### config.mk
export PLATFORM = sky130hd
export DESIGN_NAME = tws_ctrl
export DESIGN_NICKNAME = d
export VERILOG_FILES = /design/src/hw/rtl/tws_pkg.sv /design/src/hw/rtl/tws_ctrl.sv
export SDC_FILE = /design/constraint.sdc
export NUM_CORES = 1
export LEC_CHECK = 0
export BUFFER_PORTS_ARGS = -buffer_cell sky130_fd_sc_hd__buf_2
export CAP_MARGIN = 15
export CORE_AREA = 2 2 217 219
export DETAILED_ROUTE_END_ITERATION = 7
export DIE_AREA = 0 0 219 221
export PLACE_DENSITY = 0.51
export SLEW_MARGIN = 25
export SYNTH_ARGS = -nofsm -noshare
export SYNTH_HDL_FRONTEND = slang
export SYNTH_SLANG_ARGS = --single-unit
### constraint.sdc
create_clock -name clk -period 7 [get_ports clk]
set_clock_uncertainty 0.1 [all_clocks]
set_input_delay 0.35 -clock clk [delete_from_list [all_inputs] [get_ports clk]]
set_output_delay 0.35 -clock clk [all_outputs]
set_load 0.05 [all_outputs]
### src/hw/rtl/tws_pkg.sv
// ---------------------------------------------------------------------------
// tws_pkg: shared types and constants of the trie word store
// Node table geometry, row layout, command codes and the control structs
// passed between the controller and the top level.
// ---------------------------------------------------------------------------
`default_nettype none

package tws_pkg;

  // Tree geometry
  localparam int MAX_NODES = 1024;
  localparam int ALPHABET  = 26;
  localparam int NODE_W    = $clog2(MAX_NODES);
  localparam int CNT_W     = NODE_W + 1;
  localparam int LIDX_W    = $clog2(ALPHABET);
  localparam int LETTER_W  = 5;

  // Command codes
  localparam logic CMD_ADD   = 1'b0;
  localparam logic CMD_QUERY = 1'b1;

  typedef logic [NODE_W-1:0] node_t;
  typedef logic [CNT_W-1:0]  cnt_t;
  typedef logic [ALPHABET-1:0][NODE_W-1:0] kids_t;

  // One table row per node: its word mark above all child pointers
  typedef struct packed {
    logic  mark;
    kids_t kids;
  } row_t;

  localparam int ROW_W = $bits(row_t);

  // Row memory access issued by the controller
  typedef struct packed {
    logic  we;
    node_t waddr;
    row_t  wdata;
    logic  re;
    node_t raddr;
  } mem_req_t;

  // Result of one terminated word
  typedef struct packed {
    logic valid;
    logic found_prefix;
    logic found_word;
    logic pool_full;
  } res_t;

endpackage

`default_nettype wire

### src/hw/rtl/tws_ctrl.sv
// ---------------------------------------------------------------------------
// tws_ctrl: walk controller of the trie word store
// Clears the node table after reset, then walks one letter per transaction
// with a row read followed by an optional write back.
// ---------------------------------------------------------------------------
`default_nettype none

module tws_ctrl
  import tws_pkg::*;
(
  input  wire logic                clk,
  input  wire logic                rst_n,
  input  wire logic                in_valid,
  input  wire logic                in_cmd,
  input  wire logic [LETTER_W-1:0] in_letter,
  input  wire logic                in_has_letter,
  output logic                     in_ready,
  input  wire logic                out_free,
  input  wire row_t                rd_row,
  output mem_req_t                 mem_req,
  output res_t                     res
);

  typedef enum logic [1:0] {
    ST_CLEAR,
    ST_IDLE,
    ST_READ
  } state_t;

  state_t              state_r, state_nxt;
  node_t               clr_addr_r, clr_addr_nxt;
  node_t               cursor_r, cursor_nxt;
  cnt_t                used_r, used_nxt;
  logic                missed_r, missed_nxt;
  logic                overflow_r, overflow_nxt;
  logic                cmd_r, cmd_nxt;
  logic [LETTER_W-1:0] letter_r, letter_nxt;
  logic                has_r, has_nxt;

  logic                accept;
  logic                dead;
  logic                bad_letter;
  logic [LIDX_W-1:0]   lidx;
  node_t               kid;
  row_t                wrow;

  assign in_ready   = (state_r == ST_IDLE);
  assign accept     = in_valid && in_ready;
  assign dead       = missed_r || overflow_r;
  assign bad_letter = (32'(in_letter) >= ALPHABET);
  assign lidx       = LIDX_W'(letter_r);
  assign kid        = rd_row.kids[lidx];

  // Next state, memory requests and result
  always_comb begin
    state_nxt    = state_r;
    clr_addr_nxt = clr_addr_r;
    cursor_nxt   = cursor_r;
    used_nxt     = used_r;
    missed_nxt   = missed_r;
    overflow_nxt = overflow_r;
    cmd_nxt      = cmd_r;
    letter_nxt   = letter_r;
    has_nxt      = has_r;
    wrow         = rd_row;
    mem_req      = '0;
    res          = '0;

    case (state_r)
      ST_CLEAR: begin
        // Sweep zero rows through the table
        mem_req.we    = 1'b1;
        mem_req.waddr = clr_addr_r;
        mem_req.wdata = '0;
        clr_addr_nxt  = clr_addr_r + 1'b1;
        if (clr_addr_r == NODE_W'(MAX_NODES - 1)) begin
          state_nxt = ST_IDLE;
        end
      end

      ST_IDLE: begin
        if (accept) begin
          cmd_nxt    = in_cmd;
          letter_nxt = in_letter;
          has_nxt    = in_has_letter;
          if (in_has_letter && (dead || bad_letter)) begin
            // Walk stays put; an unknown letter is a missing branch
            if (!dead) begin
              missed_nxt = 1'b1;
            end
          end else begin
            mem_req.re    = 1'b1;
            mem_req.raddr = cursor_r;
            state_nxt     = ST_READ;
          end
        end
      end

      ST_READ: begin
        if (has_r) begin
          // Follow or allocate the child branch
          state_nxt = ST_IDLE;
          if (kid != '0) begin
            cursor_nxt = kid;
          end else if (cmd_r == CMD_QUERY) begin
            missed_nxt = 1'b1;
          end else if (used_r >= CNT_W'(MAX_NODES)) begin
            overflow_nxt = 1'b1;
          end else begin
            wrow.kids[lidx] = used_r[NODE_W-1:0];
            mem_req.we      = 1'b1;
            mem_req.waddr   = cursor_r;
            mem_req.wdata   = wrow;
            cursor_nxt      = used_r[NODE_W-1:0];
            used_nxt        = used_r + 1'b1;
          end
        end else if (out_free) begin
          // Close the word: mark on add, report, return to root
          state_nxt = ST_IDLE;
          res.valid = 1'b1;
          if (cmd_r == CMD_ADD) begin
            res.found_prefix = 1'b1;
            res.found_word   = !dead;
            res.pool_full    = overflow_r;
            if (!dead) begin
              wrow.mark     = 1'b1;
              mem_req.we    = 1'b1;
              mem_req.waddr = cursor_r;
              mem_req.wdata = wrow;
            end
          end else begin
            res.found_prefix = !dead;
            res.found_word   = !dead && rd_row.mark;
            res.pool_full    = 1'b0;
          end
          cursor_nxt   = '0;
          missed_nxt   = 1'b0;
          overflow_nxt = 1'b0;
        end
      end

      default: begin
        state_nxt = ST_CLEAR;
      end
    endcase
  end

  // State and walk registers
  always_ff @(posedge clk) begin
    if (!rst_n) begin
      state_r    <= ST_CLEAR;
      clr_addr_r <= '0;
      cursor_r   <= '0;
      used_r     <= CNT_W'(1);
      missed_r   <= 1'b0;
      overflow_r <= 1'b0;
      cmd_r      <= CMD_ADD;
      letter_r   <= '0;
      has_r      <= 1'b0;
    end else begin
      state_r    <= state_nxt;
      clr_addr_r <= clr_addr_nxt;
      cursor_r   <= cursor_nxt;
      used_r     <= used_nxt;
      missed_r   <= missed_nxt;
      overflow_r <= overflow_nxt;
      cmd_r      <= cmd_nxt;
      letter_r   <= letter_nxt;
      has_r      <= has_nxt;
    end
  end

endmodule

`default_nettype wire

==> run_results.csv <==
group,metric,value,unit
run_status,status,"completed",
logic_synthesis,synth.top_cells.by_count,"309 x nor2_1, 181 x a21oi_1, 134 x nand2_1, 104 x clkbuf_1, 100 x mux2i_1",
die,rows,79,
logic_synthesis,synthesis.nets,1610,
clock_network,ctsHtreeMaxLevel,2,
layout,nFillCells,5336,
worst_setup_path,cp_top_family,"simple AND/OR/NAND/NOR gates",
sta,tns,0,ns
clock_network,cts_inserted_buffers,5,
clock_network,cts_setup_buffers,0,
worst_setup_path,crit_buf_inv,3,
place,io_buffers,559,
power,p_leak,5.406,nW
logic_synthesis,synth_top_area_share,13.99,%
place,place_hpwl,52.66,mm
worst_setup_path,slowest_delay,0.80,ns
power,p_int,0.4752,mW
logic_synthesis,syn_inst,1335,
logic_synthesis,netlist_area,8289,um^2
logic_synthesis,ys_seq_area_share,10.14,%
layout,area_growth,42.31,%
die,die_w,219,um
die,initial_core_util,18.00,%
clock_network,cts_tree,"done",
logic_synthesis,yosys.area.top_type,"nor2_1",
worst_setup_path,crit_chain,"buf_4 > and2_0 > a22oi_1 > and3_1 > nor4_2 > nand3_1 > nor4_2 > a21oi_4 > buf_12 > a21oi_1 > buf_2",
drt,post_drt_wl_per_cell,27.37,um
place,gp_congestion,0.9775,
logic_synthesis,synth_most_common_cell,"nor2_1",
sta,relSlewSlack,24.43,%
global_routing,grt_first_pass_wirelength,90.56,mm
worst_setup_path,r2r_slack,2.50,ns
logic_synthesis,async_flop_share,0,%
worst_setup_path,r2r_start,"letter_r[0]",
worst_setup_path,r2r_end,"used_r[6]",
worst_setup_path,critPathArrivalTime,5.21,ns
die,die_area,48400,um^2
die,ios,560,
global_routing,grt_overflow,0,
power,sw_frac_of_total,34.42,%
sta,worst_pin_slew,1.133,ns
power,p_total,0.7246,mW
global_routing,grt_pass1_vias,12120,
logic_synthesis,synth_edf_count,0,
logic_synthesis,ys_seq_elements,42,
die,coreArea,46060,um^2
drt,vias,12581,
die,die_y,221,um
logic_synthesis,synth_warnings,0,
drt,drc,0,
power,power.density,61.43,nW/um^2
worst_setup_path,cp_common_cell,"nor4_2",
global_routing,grt_max_degree,123,
layout,layout-drive-gt1-share,36.59,%
clock_network,cts_resized,0,
sta,setup_violations,0,
drt,dr.pass1.iters,5,
layout,layout.nets,2079,
drt,first_iter_violations,1180,
logic_synthesis,syn_area_per_cell,6.209,um^2
drt,antenna_left,0,
sta,hold_violations,0,
layout,instances_no_fill,2414,
global_routing,antenna_found_initial,5,
clock_network,clk_pin_slew,0.07,ns
clock_network,clkSinkCount,42,
logic_synthesis,yosys_most_used_dff,"dfxtp_1",
worst_setup_path,critPathLaunchType,"flip-flop",
power,clockPowerShare,31.5,%
clock_network,clock_path_buffers,2,
sta,post-route-period-util,80.84,%
worst_setup_path,crit_slowest_cell,"dfxtp_2",
logic_synthesis,synthTopCellsByArea,"nor2_1 14%, mux2i_1 12%, a21oi_1 11%",
sta,fmax,176.7,MHz
worst_hold_path,whs_path_depth,3,
worst_hold_path,hp-class,"in -> reg",
clock_network,ctsHoldBuffers,0,
worst_hold_path,hold_end,"cmd_r",
drt,totalWireLength,66.06,mm
worst_setup_path,cp-end-kind,"output port",
global_routing,grt_usage,25.76,%
worst_hold_path,min_from,"in_cmd",
worst_setup_path,required,6.55,ns
sta,period_needed,5.658,ns
sta,final_max_slew_viol_count,0,
worst_setup_path,worstSetupPathType,"reg -> out",
sta,rsz0062_at_grt,"no",
power,seqPwrFrac,33.4,%
worst_setup_path,cp_max_fo,122,
drt,routed_via_density,5.212,
clock_network,root_buffer,"clkbuf_16",
worst_setup_path,reg2regPathDepth,10,
place,dp_cells,2404,
power,comb_power_share,35.1,%
clock_network,clk_latency,0.29,ns
job,cap_violations,0,
power,peakVddDrop,0.08289,mV
logic_synthesis,synth_cell_type_count,60,
power,power.switching,0.2494,mW
## final cells by class
| cell class | count | area (um^2) | area share (%) |
|---|---|---|---|
| tap | 607 | 759.5 | 6.438 |
| inverter | 25 | 93.84 | 0.7955 |
| antenna | 3 | 7.507 | 0.06364 |
| multi-input combinational | 1127 | 6813 | 57.75 |
| sequential | 42 | 847.1 | 7.181 |
| timing repair buffer | 603 | 3141 | 26.62 |
| clock inverter | 2 | 10.01 | 0.08485 |
| clock buffer | 5 | 125.1 | 1.061 |
## flip-flops by register name, summed over array words and instances (netlist names)
name        count
clr_addr_r     10
missed_r        1
cursor_r       10
has_r           1
cmd_r           1
state_r         2
letter_r        5
used_r         11
overflow_r      1
## worst max path at each step
stage / from / end / slack (ns) / depth (start not counted)
3_5_place_dp: letter_r[0] / mem_req[122] / 1.83 / 11
4_1_cts: letter_r[0] / mem_req[122] / 1.51 / 11
3_3_place_gp: letter_r[0] / mem_req[122] / 1.89 / 11
5_1_grt: letter_r[0] / mem_req[58] / 1.28 / 11
6_report: letter_r[0] / mem_req[56] / 1.34 / 11
2_1_floorplan: letter_r[1] / mem_req[125] / 1.52 / 10
## worst min-delay path, delay by kind of cell
family / cells / cell delay (ns)
simple gates: 1 / 0.06
compound gates: 1 / 0.06
buf+inv: 1 / 0.10
## per-stage QoR
stage | hold slack (ns) | setup WS [ns] | instance area (um^2) | util (%)
floorplan | 0.3323 | 1.517 | 8289 | -
global placement | 0.3566 | 1.892 | 11640 | 25.28
detailed placement | 0.3507 | 1.834 | 11650 | 25.29
CTS | 0.2333 | 1.513 | 11780 | 25.58
global route | 0.2447 | 1.278 | 11790 | 25.60
finish | 0.2248 | 1.342 | 11800 | 25.61
## power groups by stage
stage	Combinational, mW	Sequential [mW]	Clock [mW]
after floorplan	0.0900	0.247	0
after global placement	0.253	0.247	0
after detailed placement	0.251	0.247	0
after CTS	0.252	0.242	0.230
after global routing	0.270	0.242	0.240
final	0.254	0.242	0.228
## layer usage
metal  track usage [%]  routed length [um]  vias to the layer above
met5                 0                   8                        -
met4             7.149                2078                        2
met3             2.708                4603                      101
met2             44.95               31940                      731
met1             33.36               27440                     6039
li1                  -                   -                     5708
## cells in the final DEF, fill, tap and decap left out, types with 5 or more instances in the layout
cell       count
mux4_2        27
nor2b_1       10
buf_4         43
inv_1         23
nand2_1      134
and4_1         9
nand4_1        6
mux2i_1      100
and3_1         9
nand3_1       99
nor2_1       308
o21ai_0       21
o31ai_1        6
or4_1          5
a21oi_1      180
o21a_1        11
clkbuf_16      5
a22oi_1       35
buf_2        559
o2bb2ai_1     11
a211oi_1      70
xor2_1         5
nor3_1        17
dfxtp_1       39
## cells by family after synthesis
| logic type | count (synthesis) | synth area share [%] |
|---|---|---|
| fa+ha+maj | 3 | 0.4529 |
| xor+xnor | 8 | 0.8453 |
| mux | 132 | 20.27 |
| compound gates | 361 | 27.59 |
| buf+inv | 166 | 8.181 |
| simple gates | 623 | 32.51 |
| flops | 42 | 10.14 |
(Power assumes the default switching activity.)
